File: src/rtl/tmq_pkg.sv
package tmq_pkg;

  // operation codes of an input item
  typedef enum logic [2:0] {
    OP_LOAD    = 3'd0,
    OP_BUILD   = 3'd1,
    OP_DEFORM  = 3'd2,
    OP_RD_NODE = 3'd3,
    OP_RD_TILE = 3'd4
  } tmq_op_t;

  // grid shift after reset
  localparam logic [2:0] SHIFT_RESET = 3'd6;

  // deform walk phases, in the order the edits are applied
  typedef enum logic [3:0] {
    PH_INNER     = 4'd0,
    PH_TOP_ROW   = 4'd1,
    PH_TOP_LEFT  = 4'd2,
    PH_TOP_RIGHT = 4'd3,
    PH_BOT_ROW   = 4'd4,
    PH_BOT_LEFT  = 4'd5,
    PH_BOT_RIGHT = 4'd6,
    PH_LEFT_COL  = 4'd7,
    PH_RIGHT_COL = 4'd8,
    PH_DONE      = 4'd9
  } tmq_phase_t;

  // controller states
  typedef enum logic [3:0] {
    ST_IDLE,
    ST_DISP,
    ST_RD_NODE,
    ST_RD_TILE,
    ST_B_LEAF_RD,
    ST_B_LEAF_WR,
    ST_B_CH_RD,
    ST_B_CH_ACC,
    ST_B_NODE_WR,
    ST_D_SEEK,
    ST_D_TILE,
    ST_D_MOD,
    ST_D_ANC,
    ST_D_ACMP,
    ST_DONE
  } tmq_state_t;

  // commands from controller to datapath
  typedef struct packed {
    logic latch;
    logic c_rd_in;
    logic c_rd_walk;
    logic c_rd_build;
    logic c_wr_load;
    logic c_wr_dfm;
    logic leaf_wr;
    logic b_rd_node;
    logic b_rd_child;
    logic ch_acc;
    logic node_wr;
    logic b_rd_anc;
    logic b_wr_anc;
    logic cap_node;
    logic cap_tile;
    logic bld_init;
    logic walk_init;
    logic walk_skip;
    logic walk_start;
    logic walk_adv;
    logic res_load;
  } tmq_cmd_t;

  // status from datapath to controller
  typedef struct packed {
    tmq_op_t op;
    logic    tile_ok;
    logic    node_ok;
    logic    leaf_last;
    logic    cc_last;
    logic    node_zero;
    logic    ph_done;
    logic    ph_empty;
    logic    walk_ok;
    logic    walk_last;
    logic    j_zero;
    logic    covers;
    logic    out_free;
  } tmq_stat_t;

  // corner mask of each deform phase
  function automatic logic [3:0] phase_mask(tmq_phase_t ph);
    logic [3:0] m;
    case (ph)
      PH_INNER:     m = 4'd15;
      PH_TOP_ROW:   m = 4'd12;
      PH_TOP_LEFT:  m = 4'd8;
      PH_TOP_RIGHT: m = 4'd4;
      PH_BOT_ROW:   m = 4'd3;
      PH_BOT_LEFT:  m = 4'd2;
      PH_BOT_RIGHT: m = 4'd1;
      PH_LEFT_COL:  m = 4'd10;
      PH_RIGHT_COL: m = 4'd5;
      default:      m = 4'd0;
    endcase
    return m;
  endfunction

  // min in low byte, max in high byte, over the four corners
  function automatic logic [15:0] corner_bounds(logic [31:0] w);
    logic [7:0] lo;
    logic [7:0] hi;
    logic [7:0] h;
    lo = 8'hFF;
    hi = 8'h00;
    for (int k = 0; k < 4; k++) begin
      h = w[8*k +: 8];
      if (h < lo) lo = h;
      if (h > hi) hi = h;
    end
    return {hi, lo};
  endfunction

endpackage

File: src/rtl/tmq_ctrl.sv
module tmq_ctrl (
  input  logic                clk,
  input  logic                rst_n,
  input  logic                in_valid,
  output logic                in_ready,
  input  tmq_pkg::tmq_stat_t  st,
  output tmq_pkg::tmq_cmd_t   cmd
);
  tmq_pkg::tmq_state_t state_r, state_nxt;

  always_ff @(posedge clk) begin
    if (!rst_n) state_r <= tmq_pkg::ST_IDLE;
    else        state_r <= state_nxt;
  end

  // next state
  always_comb begin
    state_nxt = state_r;
    case (state_r)
      tmq_pkg::ST_IDLE: begin
        if (in_valid) state_nxt = tmq_pkg::ST_DISP;
      end
      tmq_pkg::ST_DISP: begin
        case (st.op)
          tmq_pkg::OP_BUILD:   state_nxt = tmq_pkg::ST_B_LEAF_RD;
          tmq_pkg::OP_DEFORM:  state_nxt = tmq_pkg::ST_D_SEEK;
          tmq_pkg::OP_RD_NODE: state_nxt = st.node_ok ? tmq_pkg::ST_RD_NODE
                                                      : tmq_pkg::ST_DONE;
          tmq_pkg::OP_RD_TILE: state_nxt = st.tile_ok ? tmq_pkg::ST_RD_TILE
                                                      : tmq_pkg::ST_DONE;
          default:             state_nxt = tmq_pkg::ST_DONE;
        endcase
      end
      tmq_pkg::ST_RD_NODE:   state_nxt = tmq_pkg::ST_DONE;
      tmq_pkg::ST_RD_TILE:   state_nxt = tmq_pkg::ST_DONE;
      tmq_pkg::ST_B_LEAF_RD: state_nxt = tmq_pkg::ST_B_LEAF_WR;
      tmq_pkg::ST_B_LEAF_WR: begin
        state_nxt = st.leaf_last ? tmq_pkg::ST_B_CH_RD : tmq_pkg::ST_B_LEAF_RD;
      end
      tmq_pkg::ST_B_CH_RD:   state_nxt = tmq_pkg::ST_B_CH_ACC;
      tmq_pkg::ST_B_CH_ACC: begin
        state_nxt = st.cc_last ? tmq_pkg::ST_B_NODE_WR : tmq_pkg::ST_B_CH_RD;
      end
      tmq_pkg::ST_B_NODE_WR: begin
        state_nxt = st.node_zero ? tmq_pkg::ST_DONE : tmq_pkg::ST_B_CH_RD;
      end
      tmq_pkg::ST_D_SEEK: begin
        if (st.ph_done)       state_nxt = tmq_pkg::ST_DONE;
        else if (!st.ph_empty) state_nxt = tmq_pkg::ST_D_TILE;
      end
      tmq_pkg::ST_D_TILE: begin
        if (st.walk_ok)        state_nxt = tmq_pkg::ST_D_MOD;
        else if (st.walk_last) state_nxt = tmq_pkg::ST_D_SEEK;
      end
      tmq_pkg::ST_D_MOD: state_nxt = tmq_pkg::ST_D_ANC;
      tmq_pkg::ST_D_ANC: begin
        if (!st.j_zero)        state_nxt = tmq_pkg::ST_D_ACMP;
        else if (st.walk_last) state_nxt = tmq_pkg::ST_D_SEEK;
        else                   state_nxt = tmq_pkg::ST_D_TILE;
      end
      tmq_pkg::ST_D_ACMP: begin
        if (!st.covers)        state_nxt = tmq_pkg::ST_D_ANC;
        else if (st.walk_last) state_nxt = tmq_pkg::ST_D_SEEK;
        else                   state_nxt = tmq_pkg::ST_D_TILE;
      end
      tmq_pkg::ST_DONE: begin
        if (st.out_free) state_nxt = tmq_pkg::ST_IDLE;
      end
      default: state_nxt = tmq_pkg::ST_IDLE;
    endcase
  end

  // commands
  always_comb begin
    cmd      = '0;
    in_ready = 1'b0;
    case (state_r)
      tmq_pkg::ST_IDLE: begin
        in_ready  = 1'b1;
        cmd.latch = in_valid;
      end
      tmq_pkg::ST_DISP: begin
        case (st.op)
          tmq_pkg::OP_LOAD:    cmd.c_wr_load = st.tile_ok;
          tmq_pkg::OP_BUILD:   cmd.bld_init  = 1'b1;
          tmq_pkg::OP_DEFORM:  cmd.walk_init = 1'b1;
          tmq_pkg::OP_RD_NODE: cmd.b_rd_node = st.node_ok;
          tmq_pkg::OP_RD_TILE: cmd.c_rd_in   = st.tile_ok;
          default: ;
        endcase
      end
      tmq_pkg::ST_RD_NODE:   cmd.cap_node   = 1'b1;
      tmq_pkg::ST_RD_TILE:   cmd.cap_tile   = 1'b1;
      tmq_pkg::ST_B_LEAF_RD: cmd.c_rd_build = 1'b1;
      tmq_pkg::ST_B_LEAF_WR: cmd.leaf_wr    = 1'b1;
      tmq_pkg::ST_B_CH_RD:   cmd.b_rd_child = 1'b1;
      tmq_pkg::ST_B_CH_ACC:  cmd.ch_acc     = 1'b1;
      tmq_pkg::ST_B_NODE_WR: cmd.node_wr    = 1'b1;
      tmq_pkg::ST_D_SEEK: begin
        if (!st.ph_done) begin
          cmd.walk_skip  = st.ph_empty;
          cmd.walk_start = !st.ph_empty;
        end
      end
      tmq_pkg::ST_D_TILE: begin
        cmd.c_rd_walk = st.walk_ok;
        cmd.walk_adv  = !st.walk_ok;
      end
      tmq_pkg::ST_D_MOD: cmd.c_wr_dfm = 1'b1;
      tmq_pkg::ST_D_ANC: begin
        cmd.b_rd_anc = !st.j_zero;
        cmd.walk_adv = st.j_zero;
      end
      tmq_pkg::ST_D_ACMP: begin
        cmd.b_wr_anc = !st.covers;
        cmd.walk_adv = st.covers;
      end
      tmq_pkg::ST_DONE: cmd.res_load = st.out_free;
      default: ;
    endcase
  end
endmodule

File: config.mk
export PLATFORM = sky130hd
export DESIGN_NAME = tmq_ctrl
export DESIGN_NICKNAME = d
export VERILOG_FILES = /design/src/rtl/tmq_pkg.sv /design/src/rtl/tmq_ctrl.sv
export SDC_FILE = /design/constraint.sdc
export NUM_CORES = 1
export LEC_CHECK = 0
export BUFFER_PORTS_ARGS = -buffer_cell sky130_fd_sc_hd__buf_2
export CAP_MARGIN = 20
export CORE_MARGIN = 2
export CORE_UTILIZATION = 49
export CTS_BUF_LIST = sky130_fd_sc_hd__clkbuf_2
export CTS_CLUSTER_SIZE = 10
export DETAILED_ROUTE_END_ITERATION = 10
export PLACE_DENSITY = 0.95
export REMOVE_ABC_BUFFERS = 1
export SETUP_SLACK_MARGIN = 0.05
export SLEW_MARGIN = 30
export SYNTH_ARGS = -nofsm -noshare
export SYNTH_HDL_FRONTEND = slang
export SYNTH_SLANG_ARGS = --single-unit
File: constraint.sdc
create_clock -name clk -period 4.3 [get_ports clk]
set_clock_uncertainty 0.05 [all_clocks]
set_input_delay 0.43 -clock clk [delete_from_list [all_inputs] [get_ports clk]]
set_output_delay 0.43 -clock clk [all_outputs]
set_load 0.01 [all_outputs]
After elaboration in Yosys (flattened, before gate mapping) --
Cells that the tools add are included.
Storage, ports and cells: register bits after elaboration 4, bits of input ports 18, output and inout bits 22, logic and storage cells 73
Cells by class: equality and inequality tests 22, muxes and demuxes 42, reductions and logical operators 8
Operators with widths (number):
- 4-bit one-hot mux with 14 select lines | 1
- 4-bit two-way mux | 10
- 4-bit equality test (second input constant) | 7
- 1-bit two-way mux | 22
- 4-bit by 3-bit equality test with 1-bit output (second input constant) | 4
- 4-bit one-hot mux with 4 select lines | 1
- 2-bit two-way mux | 5
- 4-bit by 2-bit equality test with 1-bit output (second input constant) | 2
- 3-bit by 2-bit equality test with 1-bit output (second input constant) | 2
- 3-bit two-way mux | 2
- 3-bit != test (second input constant) | 2
- 4-bit by 1-bit equality test with 1-bit output (second input constant) | 1
- 1-bit zero test | 4
- 4-bit zero test | 1
- 2-bit != test (second input constant) | 2
- 4-bit AND reduction | 1
- 3-bit by 1-bit equality test with 1-bit output (second input constant) | 1
- 3-bit equality test (second input constant) | 1
- 3-bit zero test | 1
- 1-bit one-hot mux with 3 select lines | 1
- 2-bit OR reduction | 1

Longest topological paths before layout --
Gate-level depths: netlist of the first run.
depth in word-level cells 3, depth in mapped cells 6, mapped depth without buffers 4

Worst setup path before layout of the first run --
No wires, ideal clock.
path type reg-to-output, start register state_r[2], end output cmd[13] (netlist name), arrival time 1.386 ns, required time 3.820 ns, path slack 2.434 ns, stages on the path, launching flop included 6, path buffers 1, cell sequence dfxtp_1 buf_6 or4b_4 nor2_1 nand2_1 nor2_1
RTL lines:
- start: declaration | RTL line tmq_ctrl.sv:9 | tmq_pkg::tmq_state_t state_r, state_nxt;
- start signal: assignment | RTL line tmq_ctrl.sv:12 | if (!rst_n) state_r <= tmq_pkg::ST_IDLE;
- start signal: assignment | RTL line tmq_ctrl.sv:13 | else state_r <= state_nxt;
- end: declaration | RTL line tmq_ctrl.sv:7 | output tmq_pkg::tmq_cmd_t cmd

==> flow_metrics.py, run 1 <==
metrics = {
    "detailed_routing": {
        "dr_total_vias": 932,
        "drt_iter0_markers": 50,
        "viasPerCell": 6.09,
        "drc": 0,
        "wl_per_cell_um": 13.7,
        "drt_wl_total_mm": 2.10,
        "ant_nets": 0,
        "firstDrtPassIters": 4,
    },
    "clocking": {
        "cts_buffer_depth": 2,
        "root_buffer": "clkbuf_2",
        "hold_buffers": 0,
        "cts_max_level": 1,
        "cts.sinks": 4,
        "path_clk_slew_ns": 0.04,
        "cts.repair.resized": 0,
        "cts_tree": "built",
        "clkLatencyLatePin_ns": 0.19,
        "post-cts-setup-buffers": 0,
        "numCtsBuffers": 3,
    },
    "power_and_ir_drop": {
        "p_int_w": 0.000205,
        "pwr-share-comb_pct": 64.2,
        "p_leak_nw": 0.439,
        "swShare_pct": 53.5,
        "p_switching_w": 0.000236,
        "power.share.clock_pct": 7.1,
        "peakVddDrop_uv": 197,
        "power_frac_seq_pct": 28.7,
        "power_per_cell_area_nw_per_um2": 491,
    },
    "layout": {
        "antenna_cells": 0,
        "drive_above_1_share_pct": 34.8,
        "fin_nets": 158,
        "fin_area_um2": 898,
        "fillers": 123,
        "top_register": "state_r",
        "top_regs": "state_r (4)",
        "area_delta_synth_final_pct": 23.6,
        "largest_reg_flops": 4,
    },
    "yosys": {
        "ys_ff_latch": 4,
        "ys.warnings.count": 0,
        "synth.most_common_cell": "nor2_1",
        "synth_cell_types": 42,
        "netlist_top_cells_area": "dfxtp_1 11%, nand2b_1 7.7%, nor3_1 6.2%",
        "post_synth_xor_area_fraction_pct": 1.20,
        "yosysTopAreaCellShare_pct": 11.0,
        "synth-simple-area-share_pct": 44.1,
        "synth_enable_flop_cells": 0,
        "ys.flop_type": "dfxtp_1",
        "ys_seq_area_share_pct": 11.0,
        "synth_cells": 107,
        "synth_top_family_by_area": "simple AND/OR/NAND/NOR gates",
        "synth_area_leader_cell": "dfxtp_1",
        "muxShareOfSynthArea_pct": 2.75,
        "synth_common_cells": "10 x nor2_1, 9 x nand2b_1, 9 x nor3_1",
        "synth_area_um2": 727,
        "avgSynthCellArea_um2": 6.79,
        "synth_compound_area_share_pct": 28.9,
        "async_flop_share_pct": 0,
        "synthAdderAreaFrac_pct": 0,
    },
    "sta": {
        "finalCritPeriodShare_pct": 57.4,
        "hold_viol": 0,
        "setup_violations": 0,
        "setup_slack_ns": 1.83,
        "rsz0062_at_grt": "false",
        "timing.hold.ws_ns": 0.459,
        "tightestPinTransition_ns": 0.656,
        "slew_viol_final": 0,
        "slew-limit-headroom_pct": 56.2,
        "period_needed_ns": 2.47,
        "fmax_mhz": 405,
        "finalSetupTns_ns": 0,
    },
    "worst_setup_path": {
        "critPathMaxFanout": 19,
        "reg2regPathDepth": 4,
        "critPathCaptureType": "output pin",
        "arrival_ns": 1.99,
        "crit_required_ns": 3.82,
        "slowest_stage": "dfxtp_1",
        "start_kind": "register",
        "crit_chain": "or4b_4 -> nor2_1 -> nand3b_1 -> inv_1 -> buf_2",
        "slowest_delay_ns": 0.69,
        "path_class": "reg2out",
    },
    "placed_design": {
        "place_area_um2": 883,
        "portBuffers": 39,
        "globalplace.congestion": 0.868,
        "post-place-ws_ns": 2.04,
        "hpwl_mm": 1.60,
    },
    "flow_run": {
        "maxCapViolations": 0,
    },
    "global_route": {
        "track_usage_pct": 21.7,
        "grt_overflow_total": 0,
        "grt_first_pass_wirelength_mm": 3.13,
        "grt_pass1_vias": 728,
        "antenna_found_initial": 0,
        "grt_start_max_net_pins": 22,
    },
    "die": {
        "fp.dieH_um": 42.5,
        "row_count": 13,
        "core_um2": 1350,
        "die_w_um": 42.5,
        "dieArea_um2": 1810,
        "start_util_pct": 53.8,
        "io_pins": 40,
    },
    "run_status": {
        "status": "finished clean",
    },
    "hold_path": {
        "whs_path_depth": 2,
        "hp-class": "in2reg",
    },
}
-- power by group through the flow --
| stage | sequential (W) | clock (W) | combinational [W] |
|---|---|---|---|
| floorplan | 0.000104 | 0 | 0.000204 |
| global placement | 0.000121 | 0 | 0.000269 |
| detailed placement | 0.000124 | 0 | 0.000278 |
| CTS | 0.000124 | 0.0000332 | 0.000278 |
| global route | 0.000134 | 0.0000361 | 0.000307 |
| finish | 0.000127 | 0.0000316 | 0.000283 |
-- kinds of logic (layout without fill, tap and decap cells) --
logic type | count (synthesis) | in the layout
xor gates and xnor gates | 1 | 1
and+or+nand+nor | 54 | 54
muxes | 2 | 2
AOI/OAI and AO/OA | 27 | 27
DFF | 4 | 4
buffers and inverters | 19 | 50
-- cells in the final DEF (no fill, tap or decap), types with 2 or more instances in the layout --
| cell type | instances |
|---|---|
| inv_2 | 2 |
| mux2i_1 | 2 |
| nor2_1 | 10 |
| nand3b_1 | 4 |
| nand2_1 | 6 |
| buf_2 | 39 |
| a21oi_1 | 5 |
| a221o_1 | 3 |
| nor4_1 | 4 |
| and2_1 | 2 |
| a22o_1 | 3 |
| clkbuf_2 | 3 |
| o22ai_1 | 2 |
| o21ai_0 | 2 |
| inv_1 | 6 |
| or3_1 | 2 |
| dfxtp_1 | 4 |
| nand2b_1 | 9 |
| nor3_1 | 9 |
-- per-stage QoR --
stage          power [W]  utilization [%]  instances
4_1_cts         0.000435             66.5        153
6_report        0.000441             66.5        153
2_1_floorplan   0.000308                -         96
5_1_grt         0.000477             66.5        153
3_5_place_dp    0.000402             65.4        150
3_3_place_gp    0.000390             65.4        150
-- worst max-delay path: cells and delay by family (launching register included) --
| kind | cells | cell delay, ns |
|---|---|---|
| and+or+nand+nor | 3 | 0.91 |
| DFF | 1 | 0.69 |
| buffers and inverters | 2 | 0.19 |
-- area by class of cell --
type | instances | area, um2 | share of cell area, %
clock buffers | 3 | 15.0 | 1.67
inverters | 8 | 30.0 | 3.34
multi-input cells | 84 | 559 | 62.3
flip-flops and latches | 4 | 80.1 | 8.91
well taps | 15 | 18.8 | 2.09
repair buffers | 39 | 195 | 21.7
-- layer usage --
metal / vias to the layer above / GRT usage (%) / routed length, um
met5: - / 0 / 0
met4: 0 / 6.25 / 12
met3: 2 / 1.29 / 207
met2: 51 / 38.8 / 1060
met1: 419 / 27.6 / 816
li1: 460 / - / -
-- worst paths after layout --
kind                            slack (ns)                    start                 endpoint
worst min-delay path                  0.46                    rst_n  state_r[0]$_SDFFE_PN0P_
worst min register to register        0.78  state_r[3]$_SDFFE_PN0P_  state_r[3]$_SDFFE_PN0P_
worst max-delay path                  1.83  state_r[0]$_SDFFE_PN0P_                   cmd[5]
worst max register to register        2.29  state_r[3]$_SDFFE_PN0P_  state_r[1]$_SDFFE_PN0P_
(Power assumes the default switching activity.)
==> run 2, diff against run 1 <==
--- a/config.mk
+++ b/config.mk
@@ -8,11 +8,11 @@
 export BUFFER_PORTS_ARGS = -buffer_cell sky130_fd_sc_hd__buf_2
 export CAP_MARGIN = 20
 export CORE_MARGIN = 2
-export CORE_UTILIZATION = 49
+export CORE_UTILIZATION = 45
 export CTS_BUF_LIST = sky130_fd_sc_hd__clkbuf_2
 export CTS_CLUSTER_SIZE = 10
 export DETAILED_ROUTE_END_ITERATION = 10
-export PLACE_DENSITY = 0.95
+export PLACE_DENSITY = 0.91
 export REMOVE_ABC_BUFFERS = 1
 export SETUP_SLACK_MARGIN = 0.05
 export SLEW_MARGIN = 30
==> constraint.sdc (replaced) <==
create_clock -name clk -period 2.4 [get_ports clk]
set_clock_uncertainty 0.05 [all_clocks]
set_input_delay 0.24 -clock clk [delete_from_list [all_inputs] [get_ports clk]]
set_output_delay 0.24 -clock clk [all_outputs]
set_load 0.01 [all_outputs]
==> run 2 against run 1 <==
Core utilization fell by 5.7 points. Non-clock buffer count increased by 2. Routed wire length grew 0.29%. Via count fell by 0.21%. Sequential power up 43%. First-iteration DRC count down 36%. Sequential cell count unchanged. Clock power up 92%.
==> flow_metrics.py, run 2 (synthesis results as in run 1) <==
metrics = {
    "placed_design": {
        "globalplace.congestion": 0.964,
        "hpwl_mm": 1.61,
        "portBuffers": 39,
        "place_area_um2": 900,
        "post-place-ws_ns": 0.439,
    },
    "die": {
        "core_um2": 1510,
        "dieArea_um2": 1950,
        "fp.dieH_um": 44.2,
        "die_w_um": 44.2,
        "row_count": 14,
        "io_pins": 40,
        "start_util_pct": 48.3,
    },
    "sta": {
        "slew-limit-headroom_pct": 71.5,
        "fmax_mhz": 484,
        "period_needed_ns": 2.07,
        "slew_viol_final": 0,
        "finalSetupTns_ns": 0,
        "hold_viol": 0,
        "finalCritPeriodShare_pct": 86.0,
        "setup_violations": 0,
        "tightestPinTransition_ns": 0.424,
        "setup_slack_ns": 0.335,
        "rsz0062_at_grt": "false",
    },
    "global_route": {
        "track_usage_pct": 23.5,
        "met1_usage_pct": 32.3,
        "grt_start_max_net_pins": 20,
        "grt_overflow_total": 0,
        "use_met2_pct": 38.5,
        "antenna_found_initial": 0,
        "grt_pass1_vias": 814,
        "use_met3_pct": 4.90,
        "top_usage_layer": "met2",
        "grt_first_pass_wirelength_mm": 3.51,
    },
    "detailed_routing": {
        "dr_total_vias": 930,
        "wl_per_cell_um": 13.5,
        "drt_wl_total_mm": 2.10,
        "drc": 0,
        "ant_nets": 0,
        "drt_iter0_markers": 32,
        "firstDrtPassIters": 4,
        "viasPerCell": 5.96,
    },
    "worst_setup_path": {
        "critPathMaxFanout": 18,
        "crit_required_ns": 2.11,
        "path_class": "reg2out",
        "arrival_ns": 1.78,
        "start_kind": "register",
        "critPathCaptureType": "output pin",
    },
    "power_and_ir_drop": {
        "peakVddDrop_uv": 365,
        "p_leak_nw": 0.450,
        "power_per_cell_area_nw_per_um2": 888,
        "p_total_w": 0.000815,
    },
    "layout": {
        "fin_area_um2": 917,
        "utilization_pct": 60.9,
        "largest_reg_flops": 4,
        "drive_above_1_share_pct": 37.1,
        "antenna_cells": 0,
        "fin_nets": 160,
        "top_register": "state_r",
        "final_common_cell": "buf_2",
        "top_regs": "state_r (4)",
        "area_delta_synth_final_pct": 26.2,
        "layout_common_cells": "39 x buf_2, 10 x nor2_1, 9 x nand2b_1, 9 x nor3_1",
    },
    "clocking": {
        "cts_tree": "built",
        "post-cts-setup-buffers": 0,
        "path_clk_slew_ns": 0.05,
        "cts_buffer_depth": 2,
        "numCtsBuffers": 3,
        "cts.sinks": 4,
        "root_buffer": "clkbuf_2",
        "clkLatencyLatePin_ns": 0.20,
        "cts_max_level": 1,
    },
    "flow_run": {
        "maxCapViolations": 0,
    },
    "run_status": {
        "status": "finished clean",
    },
    "hold_path": {
        "hp-class": "in2reg",
    },
}
run 2: cell types whose count changed in the layout (fill, tap and decap cells not counted):
cell | previous run | this run
buf_4 | 0 | 2
dfxtp_1 | 4 | 2
dfxtp_2 | 0 | 2
run 2: path summary, 6_finish.rpt:
check,startpoint,end,slack [ns],depth (start not counted)
min,rst_n,state_r[0]$_SDFFE_PN0P_,0.27,2
max reg2reg,state_r[1]$_SDFFE_PN0P_,state_r[3]$_SDFFE_PN0P_,0.59,5
max,state_r[2]$_SDFFE_PN0P_,cmd[5],0.33,5
min reg2reg,state_r[3]$_SDFFE_PN0P_,state_r[3]$_SDFFE_PN0P_,0.65,1
run 2: per-layer routing:
metal	part of all wire (%)	vias to the layer above
li1	-	463
met1	43	420
met2	49	47
met3	7.2	0
met4	0	0
met5	0	-
run 2: final cells by class:
class                           count  area (um2)
Tap cell                           16        20.0
Fill cell                         142         589
Multi-Input combinational cell     84         559
Timing Repair Buffer               41         210
Inverter                            8        30.0
Clock buffer                        3        15.0
Sequential cell                     4        82.6
run 2: worst max-delay path: stages, from the launching register on:
cell	delay (ns)
dfxtp_2	0.41
or4b_4	0.61
nor2_1	0.21
nand3b_1	0.15
inv_1	0.08
buf_2	0.12
run 2: report_power, final:
part	switching [W]	internal, W	total (W)
clock network	0.0000269	0.0000337	0.0000606
logic	0.000318	0.000255	0.000573
registers	0.0000833	0.0000982	0.000182
total	0.000428	0.000387	0.000815
run 2: timing repair:
action                     in CTS  in global routing
setup endpoints to repair       0                  1
hold buffers                    0                  0
resized for setup               0                  2
run 2: per-stage QoR:
step	hold WS [ns]	instances
global placement	0.451	153
finish	0.266	156
global route	0.244	156
CTS	0.251	156
floorplan	0.323	96
detailed placement	0.463	153
==> run 3, diff against run 2 <==
==> config.mk (replaced) <==
export PLATFORM = sky130hd
export DESIGN_NAME = tmq_ctrl
export DESIGN_NICKNAME = d
export VERILOG_FILES = /design/src/rtl/tmq_pkg.sv /design/src/rtl/tmq_ctrl.sv
export SDC_FILE = /design/constraint.sdc
export NUM_CORES = 1
export LEC_CHECK = 0
export CAP_MARGIN = 20
export CORE_AREA = 2 2 39 41
export CTS_BUF_LIST = sky130_fd_sc_hd__clkbuf_2
export CTS_CLUSTER_SIZE = 10
export DETAILED_ROUTE_END_ITERATION = 10
export DIE_AREA = 0 0 41 43
export DONT_BUFFER_PORTS = 1
export PLACE_DENSITY = 0.8
export REMOVE_ABC_BUFFERS = 1
export SLEW_MARGIN = 30
export SYNTH_ARGS = -nofsm -noshare
export SYNTH_HDL_FRONTEND = slang
export SYNTH_SLANG_ARGS = --single-unit
==> run 3 against run 2 <==
Core utilization shrank 8.3 points. Critical path depth down 1. Design area down 21%. Routed wire length shrank 13%. Worst hold slack got worse by 0.15 ns. Sequential power grew 8%. Critical path type unchanged. Largest cell class unchanged.
==> flow_metrics.py, run 3 (synthesis results as in run 1) <==
metrics = {
    "run_status": {
        "status": "finished clean",
    },
    "power_and_ir_drop": {
        "peakVddDrop_uv": 474,
        "p_switching_w": 0.000398,
        "swShare_pct": 52.8,
        "p_int_w": 0.000356,
        "p_leak_nw": 0.268,
        "power_per_cell_area_nw_per_um2": 1040,
        "pwr-share-comb_pct": 65.7,
        "p_total_w": 0.000754,
        "power.share.clock_pct": 8.2,
        "power_frac_seq_pct": 26.1,
    },
    "flow_run": {
        "maxCapViolations": 0,
    },
    "layout": {
        "top_regs": "state_r (4)",
        "fin_nets": 122,
        "top_register": "state_r",
        "drive_above_1_share_pct": 11.8,
        "layout_common_cells": "10 x nor2_1, 9 x nand2b_1, 9 x nor3_1, 6 x nand2_1, 6 x inv_1",
        "final_common_cell": "nor2_1",
        "largest_reg_flops": 4,
        "area_delta_synth_final_pct": 0,
        "antenna_cells": 0,
    },
    "sta": {
        "setup_violations": 0,
        "rsz0062_at_grt": "false",
        "fmax_mhz": 470,
        "tightestPinTransition_ns": 0.658,
        "period_needed_ns": 2.13,
        "finalCritPeriodShare_pct": 88.7,
        "finalSetupTns_ns": 0,
        "slew-limit-headroom_pct": 56.1,
        "slew_viol_final": 0,
        "hold_viol": 0,
    },
    "global_route": {
        "grt_overflow_total": 0,
        "track_usage_pct": 21.0,
        "grt_first_pass_wirelength_mm": 2.66,
        "grt_start_max_net_pins": 22,
        "grt_pass1_vias": 670,
        "antenna_found_initial": 0,
    },
    "detailed_routing": {
        "firstDrtPassIters": 4,
        "wl_per_cell_um": 15.5,
        "drc": 0,
        "dr_total_vias": 809,
        "drt_wl_total_mm": 1.83,
        "drt_iter0_markers": 28,
        "viasPerCell": 6.86,
        "ant_nets": 0,
    },
    "die": {
        "fp.dieH_um": 43,
        "io_pins": 40,
        "dieArea_um2": 1760,
        "die_w_um": 41,
        "row_count": 14,
        "core_um2": 1380,
        "start_util_pct": 52.5,
    },
    "hold_path": {
        "hold_start": "rst_n",
        "hp-class": "in2reg",
        "whs_path_depth": 1,
        "holdPathEnd": "state_r[0]$_SDFFE_PN0P_",
    },
    "placed_design": {
        "portBuffers": 0,
        "globalplace.congestion": 0.862,
        "hpwl_mm": 1.39,
    },
    "worst_setup_path": {
        "timing.rr.start": "state_r[1]$_SDFFE_PN0P_",
        "worst-path-buf-inv": 0,
        "slowest_delay_ns": 0.65,
        "critPathCaptureType": "output pin",
        "crit_required_ns": 2.11,
        "regToRegEndpoint": "state_r[1]$_SDFFE_PN0P_",
        "crit_chain": "or4b_4 -> nor2_1 -> nand2_1 -> nor2_1",
        "ff2ff_setup_slack_ns": 0.44,
        "path_class": "reg2out",
        "reg2regPathDepth": 5,
        "critPathMaxFanout": 18,
        "slowest_stage": "or4b_4",
        "critPathTopFamily": "simple AND/OR/NAND/NOR gates",
        "crit_top_cell": "nor2_1",
        "start_kind": "register",
        "arrival_ns": 1.84,
        "path_depth": 4,
    },
    "clocking": {
        "path_clk_slew_ns": 0.04,
        "root_buffer": "clkbuf_2",
        "cts.sinks": 4,
        "cts_tree": "built",
        "cts_max_level": 1,
        "cts_buffer_depth": 2,
        "clkLatencyLatePin_ns": 0.21,
        "hold_buffers": 0,
        "numCtsBuffers": 3,
        "post-cts-setup-buffers": 0,
        "cts.repair.resized": 0,
    },
}
[run 3: cell types whose count changed in the layout (fill, tap and decap cells not counted)]
cell     change
buf_2       -39
dfxtp_1      +2
dfxtp_2      -2
buf_4        +1
[run 3: worst register-to-register path: stages, from the launching register on]
cell and delay, ns:
dfxtp_1 0.74, nor4_1 0.10, buf_4 0.18, a221o_1 0.34
nor3_1 0.30, a22o_1 0.20
[run 3: layer usage]
layer	routed length [um]	part of all wire (%)	up-vias	GRT usage [%]
met5	0	0	-	0
met4	24	1.3	0	10.0
met3	172	9.4	4	2.09
met2	834	46	47	34.4
met1	794	44	372	25.9
li1	-	-	386	-
[run 3: final cells by class]
type	count	area [um2]
tap	16	20.0
inverter	8	30.0
fill	133	657
timing repair buffer	3	22.5
multi-input combinational	84	559
clock buffer	3	15.0
sequential	4	80.1
[run 3: worst max-delay path by stage]
| stage | start | endpoint | slack, ns |
|---|---|---|---|
| finish | state_r[2]$_SDFFE_PN0P_ | cmd[13] | 0.27 |
| global placement | state_r[1]$_SDFFE_PN0P_ | state_r[1]$_SDFFE_PN0P_ | 0.52 |
| global route | state_r[2]$_SDFFE_PN0P_ | cmd[5] | 0.19 |
| floorplan | state_r[0]$_SDFFE_PN0P_ | cmd[13] | 0.57 |
| CTS | state_r[2]$_SDFFE_PN0P_ | cmd[13] | 0.27 |
| detailed placement | state_r[2]$_SDFFE_PN0P_ | state_r[3]$_SDFFE_PN0P_ | 0.49 |
[run 3: stage by stage]
step	cells	area [um2]	utilization (%)	hold slack (ns)	worst slack, ns
6_report	118	727	52.5	0.117	0.272
5_1_grt	118	727	52.5	0.109	0.192
4_1_cts	118	727	52.5	0.116	0.272
3_5_place_dp	115	712	51.4	0.333	0.490
3_3_place_gp	115	712	51.4	0.331	0.524
2_1_floorplan	96	669	-	0.323	0.574
[run 3: power by group through the flow]
stage | clock (W) | combinational (W) | sequential, W
3_3_place_gp | 0 | 0.000480 | 0.000188
5_1_grt | 0.0000680 | 0.000557 | 0.000202
3_5_place_dp | 0 | 0.000490 | 0.000194
2_1_floorplan | 0 | 0.000366 | 0.000187
6_report | 0.0000622 | 0.000495 | 0.000197
4_1_cts | 0.0000631 | 0.000493 | 0.000192
